===== src/gmi_pkg.sv =====
// ----------------------------------------------------------------------------
// gmi_pkg: shared types for the gcd / modular inverse unit
// Operation codes and the command and status groups between the controller
// and the datapath.
// ----------------------------------------------------------------------------
package gmi_pkg;

	typedef enum logic {
		OP_GCD = 1'b0,
		OP_INV = 1'b1
	} op_t;

	typedef struct packed {
		logic load;
		logic div_init;
		logic div_step;
		logic acc_step;
		logic negate;
		logic update;
		logic out_load;
	} gmi_cmd_t;

	typedef struct packed {
		logic r1_zero;
		logic no_modulus;
	} gmi_stat_t;

endpackage


===== src/gmi_req_if.sv =====
// ----------------------------------------------------------------------------
// gmi_req_if: request channel
// Valid/ready channel carrying the operation code and both operands.
// ----------------------------------------------------------------------------
interface gmi_req_if #(parameter int W = 32);
	logic         valid;
	logic         ready;
	logic         op;
	logic [W-1:0] operand_a;
	logic [W-1:0] operand_b;

	modport source (output valid, output op, output operand_a, output operand_b, input ready);
	modport sink   (input valid, input op, input operand_a, input operand_b, output ready);
endinterface


===== src/gmi_rsp_if.sv =====
// ----------------------------------------------------------------------------
// gmi_rsp_if: response channel
// Valid/ready channel carrying the result value and the found flag.
// ----------------------------------------------------------------------------
interface gmi_rsp_if #(parameter int W = 32);
	logic         valid;
	logic         ready;
	logic [W-1:0] value;
	logic         found;

	modport source (output valid, output value, output found, input ready);
	modport sink   (input valid, input value, input found, output ready);
endinterface


===== src/gmi_datapath.sv =====
// ----------------------------------------------------------------------------
// gmi_datapath: Euclid datapath
// Remainder pair, modular coefficient pair, a bit-serial restoring divider
// and a quotient-times-coefficient accumulator reduced modulo the modulus.
// ----------------------------------------------------------------------------
module gmi_datapath
	import gmi_pkg::*;
#(
	parameter int W = 32
) (
	input  logic         clk,
	input  gmi_cmd_t     cmd,
	input  logic         op,
	input  logic [W-1:0] operand_a,
	input  logic [W-1:0] operand_b,
	output gmi_stat_t    stat,
	output logic [W-1:0] value,
	output logic         found
);

	logic         op_q;
	logic         first_q;
	logic [W-1:0] r0_q, r1_q, t0_q, t1_q, m_q;
	logic [W-1:0] rem_q, dvd_q, qt_q;
	logic         qbit_q;

	logic [W:0]   shifted, shifted_sub;
	logic         ge;
	logic [W:0]   dbl_sum, dbl_red, acc_sum, acc_red, tn_sum, tn_red;
	logic [W-1:0] qt_dbl, qt_acc, tn;
	logic         inv_ok;

	always_comb begin
		shifted     = {rem_q, dvd_q[W-1]};
		shifted_sub = shifted - {1'b0, r1_q};
		ge          = shifted >= {1'b0, r1_q};

		dbl_sum = {1'b0, qt_q} + {1'b0, qt_q};
		dbl_red = dbl_sum - {1'b0, m_q};
		qt_dbl  = (dbl_sum >= {1'b0, m_q}) ? dbl_red[W-1:0] : dbl_sum[W-1:0];

		acc_sum = {1'b0, qt_q} + {1'b0, t1_q};
		acc_red = acc_sum - {1'b0, m_q};
		qt_acc  = (acc_sum >= {1'b0, m_q}) ? acc_red[W-1:0] : acc_sum[W-1:0];

		tn_sum = {1'b0, t0_q} + {1'b0, qt_q};
		tn_red = tn_sum - {1'b0, m_q};
		tn     = (tn_sum >= {1'b0, m_q}) ? tn_red[W-1:0] : tn_sum[W-1:0];
	end

	always_ff @(posedge clk) begin
		if (cmd.load) begin
			op_q    <= op;
			first_q <= (op_t'(op) == OP_INV);
			r0_q    <= operand_a;
			r1_q    <= operand_b;
			m_q     <= operand_b;
		end
		if (cmd.div_init) begin
			rem_q <= '0;
			dvd_q <= r0_q;
			qt_q  <= '0;
		end
		if (cmd.div_step) begin
			rem_q  <= ge ? shifted_sub[W-1:0] : shifted[W-1:0];
			dvd_q  <= {dvd_q[W-2:0], 1'b0};
			qbit_q <= ge;
			qt_q   <= qt_dbl;
		end
		if (cmd.acc_step && qbit_q) begin
			qt_q <= qt_acc;
		end
		if (cmd.negate) begin
			qt_q <= (qt_q == '0) ? '0 : (m_q - qt_q);
		end
		if (cmd.update) begin
			r0_q <= r1_q;
			r1_q <= rem_q;
			if (first_q) begin
				t0_q    <= '0;
				t1_q    <= W'(1);
				first_q <= 1'b0;
			end else begin
				t0_q <= t1_q;
				t1_q <= tn;
			end
		end
	end

	always_comb begin
		stat.r1_zero    = (r1_q == '0);
		stat.no_modulus = (op_t'(op_q) == OP_INV) && (m_q[W-1:1] == '0);
		inv_ok          = !stat.no_modulus && (r0_q == W'(1));
		if (op_t'(op_q) == OP_GCD) begin
			value = r0_q;
			found = 1'b1;
		end else begin
			value = inv_ok ? t0_q : '0;
			found = inv_ok;
		end
	end

endmodule


===== src/gmi_ctrl.sv =====
// ----------------------------------------------------------------------------
// gmi_ctrl: sequencing controller
// Walks the Euclid loop: one remainder step per division, each division
// done one quotient bit at a time, then negation and coefficient update.
// ----------------------------------------------------------------------------
module gmi_ctrl
	import gmi_pkg::*;
#(
	parameter int W = 32
) (
	input  logic      clk,
	input  logic      arst_n,
	input  logic      in_valid,
	output logic      in_ready,
	input  logic      out_free,
	input  gmi_stat_t stat,
	output gmi_cmd_t  cmd
);

	localparam int CntW = $clog2(W);

	typedef enum logic [7:0] {
		S_IDLE     = 8'b0000_0001,
		S_CHECK    = 8'b0000_0010,
		S_DIV_INIT = 8'b0000_0100,
		S_STEP     = 8'b0000_1000,
		S_ACC      = 8'b0001_0000,
		S_NEG      = 8'b0010_0000,
		S_UPDATE   = 8'b0100_0000,
		S_DONE     = 8'b1000_0000
	} state_t;

	state_t            state_q, state_d;
	logic [CntW-1:0]   cnt_q;
	logic              last;

	assign last = (cnt_q == CntW'(W - 1));

	always_comb begin
		state_d  = state_q;
		cmd      = '0;
		in_ready = 1'b0;
		unique case (state_q)
			S_IDLE: begin
				in_ready = 1'b1;
				if (in_valid) begin
					cmd.load = 1'b1;
					state_d  = S_CHECK;
				end
			end
			S_CHECK: begin
				if (stat.no_modulus || stat.r1_zero) begin
					state_d = S_DONE;
				end else begin
					state_d = S_DIV_INIT;
				end
			end
			S_DIV_INIT: begin
				cmd.div_init = 1'b1;
				state_d      = S_STEP;
			end
			S_STEP: begin
				cmd.div_step = 1'b1;
				state_d      = S_ACC;
			end
			S_ACC: begin
				cmd.acc_step = 1'b1;
				state_d      = last ? S_NEG : S_STEP;
			end
			S_NEG: begin
				cmd.negate = 1'b1;
				state_d    = S_UPDATE;
			end
			S_UPDATE: begin
				cmd.update = 1'b1;
				state_d    = S_CHECK;
			end
			S_DONE: begin
				if (out_free) begin
					cmd.out_load = 1'b1;
					state_d      = S_IDLE;
				end
			end
			default: state_d = S_IDLE;
		endcase
	end

	always_ff @(posedge clk or negedge arst_n) begin
		if (!arst_n) begin
			state_q <= S_IDLE;
			cnt_q   <= '0;
		end else begin
			state_q <= state_d;
			if (state_q == S_DIV_INIT) begin
				cnt_q <= '0;
			end else if (state_q == S_ACC && !last) begin
				cnt_q <= cnt_q + CntW'(1);
			end
		end
	end

endmodule


===== src/gcd_and_modular_inverse_unit.sv =====
// ----------------------------------------------------------------------------
// gcd_and_modular_inverse_unit: Euclidean gcd and modular inverse
// Each remainder step runs the bit-serial divider one quotient bit at a time.
// One request in flight; the next can be taken once the result is
// registered. Reset clears the controller and the response valid flag.
// ----------------------------------------------------------------------------
module gcd_and_modular_inverse_unit
	import gmi_pkg::*;
#(
	parameter int OPERAND_WIDTH = 32
) (
	input  logic       clk,
	input  logic       arst_n,
	gmi_req_if.sink    req,
	gmi_rsp_if.source  rsp
);

	gmi_cmd_t                 cmd;
	gmi_stat_t                stat;
	logic [OPERAND_WIDTH-1:0] dp_value;
	logic                     dp_found;
	logic                     out_free;
	logic                     rsp_valid_q;
	logic [OPERAND_WIDTH-1:0] rsp_value_q;
	logic                     rsp_found_q;

	assign out_free = !rsp_valid_q || rsp.ready;

	gmi_ctrl #(.W(OPERAND_WIDTH)) u_ctrl (
		.clk      (clk),
		.arst_n   (arst_n),
		.in_valid (req.valid),
		.in_ready (req.ready),
		.out_free (out_free),
		.stat     (stat),
		.cmd      (cmd)
	);

	gmi_datapath #(.W(OPERAND_WIDTH)) u_datapath (
		.clk       (clk),
		.cmd       (cmd),
		.op        (req.op),
		.operand_a (req.operand_a),
		.operand_b (req.operand_b),
		.stat      (stat),
		.value     (dp_value),
		.found     (dp_found)
	);

	always_ff @(posedge clk or negedge arst_n) begin
		if (!arst_n) begin
			rsp_valid_q <= 1'b0;
		end else if (cmd.out_load) begin
			rsp_valid_q <= 1'b1;
		end else if (rsp.ready) begin
			rsp_valid_q <= 1'b0;
		end
	end

	always_ff @(posedge clk) begin
		if (cmd.out_load) begin
			rsp_value_q <= dp_value;
			rsp_found_q <= dp_found;
		end
	end

	assign rsp.valid = rsp_valid_q;
	assign rsp.value = rsp_value_q;
	assign rsp.found = rsp_found_q;

`ifndef SYNTHESIS
	a_busy_after_accept: assert property (@(posedge clk) disable iff (!arst_n)
		req.valid && req.ready |=> !req.ready)
		else $error("request taken while a transaction is in flight");

	a_not_found_zero: assert property (@(posedge clk) disable iff (!arst_n)
		rsp.valid && !rsp.found |-> rsp.value == '0)
		else $error("value nonzero with found clear");

	a_rsp_from_done: assert property (@(posedge clk) disable iff (!arst_n)
		$rose(rsp.valid) |-> $past(cmd.out_load))
		else $error("response raised without a finished transaction");
`endif

endmodule

===== src/flat_wrapper.sv =====
// flat-port wrapper written by rule: the top's interface ports become plain ports
module gcd_and_modular_inverse_unit_flat import gmi_pkg::*;
#(
	parameter int OPERAND_WIDTH = 32
)
  (clk, arst_n, req_valid, req_op, req_operand_a, req_operand_b, req_ready, rsp_valid, rsp_value, rsp_found, rsp_ready);
  gmi_req_if req_i ();
  gmi_rsp_if rsp_i ();
  input  logic clk;
  input  logic arst_n;
  input wire logic [$bits(req_i.valid)-1:0] req_valid;
  input wire logic [$bits(req_i.op)-1:0] req_op;
  input wire logic [$bits(req_i.operand_a)-1:0] req_operand_a;
  input wire logic [$bits(req_i.operand_b)-1:0] req_operand_b;
  output wire logic [$bits(req_i.ready)-1:0] req_ready;
  output wire logic [$bits(rsp_i.valid)-1:0] rsp_valid;
  output wire logic [$bits(rsp_i.value)-1:0] rsp_value;
  output wire logic [$bits(rsp_i.found)-1:0] rsp_found;
  input wire logic [$bits(rsp_i.ready)-1:0] rsp_ready;
  assign req_i.valid = req_valid;
  assign req_i.op = req_op;
  assign req_i.operand_a = req_operand_a;
  assign req_i.operand_b = req_operand_b;
  assign req_ready = req_i.ready;
  assign rsp_valid = rsp_i.valid;
  assign rsp_value = rsp_i.value;
  assign rsp_found = rsp_i.found;
  assign rsp_i.ready = rsp_ready;
  gcd_and_modular_inverse_unit #(.OPERAND_WIDTH(OPERAND_WIDTH)) u_core (.clk(clk), .arst_n(arst_n), .req(req_i), .rsp(rsp_i));
endmodule

===== config.mk =====
export PLATFORM = sky130hd
export DESIGN_NAME = gcd_and_modular_inverse_unit_flat
export DESIGN_NICKNAME = d
export VERILOG_FILES = /design/src/gmi_pkg.sv /design/src/gmi_req_if.sv /design/src/gmi_rsp_if.sv /design/src/gmi_datapath.sv /design/src/gmi_ctrl.sv /design/src/gcd_and_modular_inverse_unit.sv /design/src/flat_wrapper.sv
export SDC_FILE = /design/constraint.sdc
export NUM_CORES = 1
export LEC_CHECK = 0
export CORE_UTILIZATION = 30
export CTS_BUF_LIST = sky130_fd_sc_hd__clkbuf_16
export DETAILED_ROUTE_END_ITERATION = 16
export DONT_BUFFER_PORTS = 1
export PLACE_DENSITY = 0.53
export SETUP_SLACK_MARGIN = 0.15
export SYNTH_ARGS = -nofsm -noshare
export SYNTH_HDL_FRONTEND = slang
export SYNTH_SLANG_ARGS = --single-unit

===== constraint.sdc =====
create_clock -name clk -period 6.17 [get_ports clk]
set_input_delay 1.5425 -clock clk [delete_from_list [all_inputs] [get_ports clk]]
set_output_delay 1.5425 -clock clk [all_outputs]
set_load 0.01 [all_outputs]

==> metrics.yaml <==
run_status:
  status: "finished clean"
yosys:
  synth-edff-count: 290
  synth.avg_cell_area_um2: 9.06
  synth_top_family_by_area: "compound AO/OA/AOI/OAI gates"
  ys_warn_count: 0
  synthAdderAreaFrac: 0.119
  synth_compound_area_frac: 0.216
  syn_inst: 2731
  synth_fp_nets: 3032
  synth_xor_area_frac: 0.0662
  synth_area_mm2: 0.0248
  synth-async-reset-ratio: 0.0458
  ys_seq_elements: 306
  muxShareOfSynthArea: 0.0284
  synth_flop_cell: "edfxtp_1"
  synth.distinct_cells: 85
  ys_seq_area_frac: 0.368
  synthSimpleGateAreaFrac: 0.160
worst_setup_path:
  crit_buf_inv: 4
  crit_path_end_kind: "register"
  reg2reg_slack_ns: 0.51
  cp_slowest_stage_delay_ns: 0.56
  crit_top_cell: "nor2_1"
  crit_cells: 24
  rr_startpoint: "u_core.u_datapath.qt_q[0]"
  worstPathRequired_ns: 6.46
  crit_chain: "ha_1 > inv_1 > fa_1 > nor2b_1 > o31a_1 > o21ai_0 > nand2b_1 > nand2_1 > nor2_1 > a2111oi_1 > buf_4 > nor2_1 > ha_1 > and3_1 > and3_1 > a21bo_2 > o21ai_1 > a2111oi_2 > nor3_1 > a311oi_4 > buf_12 > buf_4 > mux2i_1 > nor2_1"
  slowest_stage: "a2111oi_1"
  start_kind: "register"
  critPathMaxFanout: 19
  r2r_cells: 24
  cpLargestDelayFamily: "compound AO/OA/AOI/OAI gates"
  arrival_ns: 5.95
  worstSetupPathType: "reg2reg"
  r2r-end: "u_core.u_datapath.t1_q[21]"
final_layout:
  fill_cells: 8452
  final_cells: 3830
  final_cell_mix: "nand2_1, edfxtp_1, ha_1"
  fin_util: 0.338
  synthToLayoutAreaGrowth_pct: 10.7
  fin_nets: 3043
  n_antenna_cell: 0
  drive_gt1_frac: 0.0570
  layout_commonest_cell: "nand2_1"
placed_design:
  numPortBuffers: 0
  dp_hpwl_um: 65800
  place_ws_ns: 0.177
  place_inst: 3760
  gp_congestion: 0.951
sta:
  setup_tns_ns: 0
  relSlewSlack: 0.278
  rsz0062_at_grt: "false"
  setup-violations-final: 0
  hold_viol: 0
  slew_viol_final: 0
  max_clock_freq_mhz: 177
  worst_slew_pin_slew_ns: 1.08
  post-route-period-util: 0.918
  finalClockSkew_ns: 0.0160
  layout_min_cycle_time_ns: 5.66
  fin_ws_ns: 0.507
grt:
  antenna_found_initial: 1
  grt_max_degree: 65
  grt_pass1_wl_um: 124000
  grt_usage: 0.196
  grt_pass1_vias: 20300
  overflow: 0
min_path:
  hold_end: "u_core.u_datapath.dvd_q[0]"
  whs_path_depth: 2
  hold_class: "reg2reg"
  min_from: "u_core.u_datapath.dvd_q[0]"
detailed_routing:
  highest_layer: "met4"
  drc: 0
  wl_met1_um: 38400
  postRouteAntennaNets: 0
  drt_first_iter_violations: 1785
  vias: 20800
  wl_met2_um: 37900
  wl_per_cell_um: 21.7
  finalWirelength_um: 83000
  via_per_inst: 5.42
  route.met3.wl_um: 4910
  first_pass_iters: 6
die:
  fp.dieH_um: 289
  fp.dieW_um: 289
  start_util: 0.305
  rows: 104
  io_pins: 104
  core_area_mm2: 0.0811
  die_area_mm2: 0.0837
clock_tree:
  cts_root_buf: "clkbuf_16"
  cts.sinks: 306
  insertion_delay_ns: 0.56
  cts.htree.levels: 2
  cts_buffers: 36
  tritoncts: "yes"
  cts.clk_slew.worst_paths_ns: 0.06
  clk_path_buf_depth: 3
power_and_ir_drop:
  p_int_w: 0.00342
  comb_power_share: 0.005
  leakage_nw: 11.2
  powerDensity_mw_per_mm2: 159
  sequentialPowerShare: 0.515
  sw_frac_of_total: 0.218
  ir_drop_v: 0.000218
  switchingPower_w: 0.000950
  power.share.clock: 0.480
run:
  drv_cap: 0
==> power groups by stage <==
| stage | logic (W) | clock network, W | registers, W |
|---|---|---|---|
| 3_5_place_dp | 0.0000214 | 0 | 0.00229 |
| 5_1_grt | 0.0000251 | 0.00221 | 0.00225 |
| 6_report | 0.0000211 | 0.00210 | 0.00225 |
| 3_3_place_gp | 0.0000207 | 0 | 0.00229 |
| 2_1_floorplan | 0.0000150 | 0 | 0.00229 |
| 4_1_cts | 0.0000215 | 0.00215 | 0.00225 |
==> layout make-up <==
cell class                      instances  area (um^2)  area share
Inverter                              190          716      0.0261
Clock buffer                           36          901      0.0329
Sequential cell                       306         9100       0.332
Clock inverter                         30          223     0.00813
Multi-Input combinational cell       2156        14700       0.537
Timing Repair Buffer                   52          428      0.0156
Tap cell                             1060         1330      0.0484
==> cells by family (layout without fill, tap and decap cells) <==
family                   count (synthesis)  in the layout
multiplexers                            70             70
AO/OA/AOI/OAI                          823            823
AND/OR/NAND/NOR                        844            844
XOR/XNOR                               187            187
buffers and inverters                  269            308
flip-flops                             306            306
adder cells (fa/ha/maj)                232            232
==> Yosys cell counts (41+ instances only) <==
| cell | instances | area share |
|---|---|---|
| a21oi_1 | 217 | 0.044 |
| clkbuf_1 | 64 | 0.0097 |
| xnor2_1 | 122 | 0.043 |
| xor2_1 | 65 | 0.023 |
| o21ai_0 | 197 | 0.040 |
| nor2b_1 | 61 | 0.015 |
| nor2_1 | 205 | 0.031 |
| nand2_1 | 303 | 0.046 |
| inv_1 | 188 | 0.029 |
| ha_1 | 225 | 0.11 |
| mux2i_1 | 68 | 0.027 |
| edfxtp_1 | 290 | 0.35 |
| nor3_1 | 41 | 0.0083 |
| a21o_1 | 88 | 0.027 |
| nand3_1 | 55 | 0.011 |
==> worst register-to-register path, cell delays in order, from the launching register on <==
cell,delay [ns]
edfxtp_1,0.45
ha_1,0.25
inv_1,0.07
fa_1,0.21
nor2b_1,0.07
o31a_1,0.30
o21ai_0,0.18
nand2b_1,0.10
nand2_1,0.10
nor2_1,0.05
a2111oi_1,0.56
buf_4,0.21
nor2_1,0.06
ha_1,0.34
and3_1,0.23
and3_1,0.20
a21bo_2,0.22
o21ai_1,0.20
a2111oi_2,0.43
nor3_1,0.13
a311oi_4,0.38
buf_12,0.23
buf_4,0.17
mux2i_1,0.19
nor2_1,0.05
==> timing repair <==
item | in CTS | in global routing
gates cloned | 0 | 0
pin swaps | 0 | 3
endpoints found under the setup margin | 1 | 60
hold buffers | 0 | 0
resized for setup | 1 | 8
setup buffers | 0 | 4
==> metal layers <==
metal	track usage	vias to the layer above
met5	0	-
met4	0.0451	0
met3	0.0250	86
met2	0.321	536
met1	0.272	10000
li1	-	10100
==> worst max-delay path by stage <==
stage | startpoint | to
finish | u_core.u_datapath.qt_q[0] | u_core.u_datapath.t1_q[21]
global route | u_core.u_datapath.qt_q[0] | u_core.u_datapath.t1_q[21]
CTS | u_core.u_datapath.qt_q[1] | u_core.u_datapath.t1_q[21]
global placement | u_core.u_datapath.qt_q[1] | u_core.u_datapath.t1_q[21]
detailed placement | u_core.u_datapath.qt_q[1] | u_core.u_datapath.t1_q[21]
floorplan | u_core.u_datapath.qt_q[0] | u_core.u_datapath.t1_q[10]
==> through the flow <==
step | instance area (um^2) | total power, W | hold slack (ns)
after global routing | 27400 | 0.00449 | 0.553
final | 27400 | 0.00437 | 0.504
after CTS | 27300 | 0.00442 | 0.511
after detailed placement | 26200 | 0.00231 | 0.497
after global placement | 26200 | 0.00231 | 0.477
after floorplan | 24800 | 0.00231 | 0.461
==> flip-flops by register name, indices dropped and copies added, names as in the netlist, 5 cells and up <==
signal,flops
u_core.u_datapath.r1_q,32
u_core.rsp.value,32
u_core.u_datapath.rem_q,32
u_core.u_datapath.r0_q,32
u_core.u_datapath.dvd_q,32
u_core.u_datapath.qt_q,32
u_core.u_datapath.t1_q,32
u_core.u_datapath.m_q,32
u_core.u_ctrl.cnt_q,5
u_core.u_datapath.t0_q,32
u_core.u_ctrl.state_q,8
(Power assumes the default switching activity.)
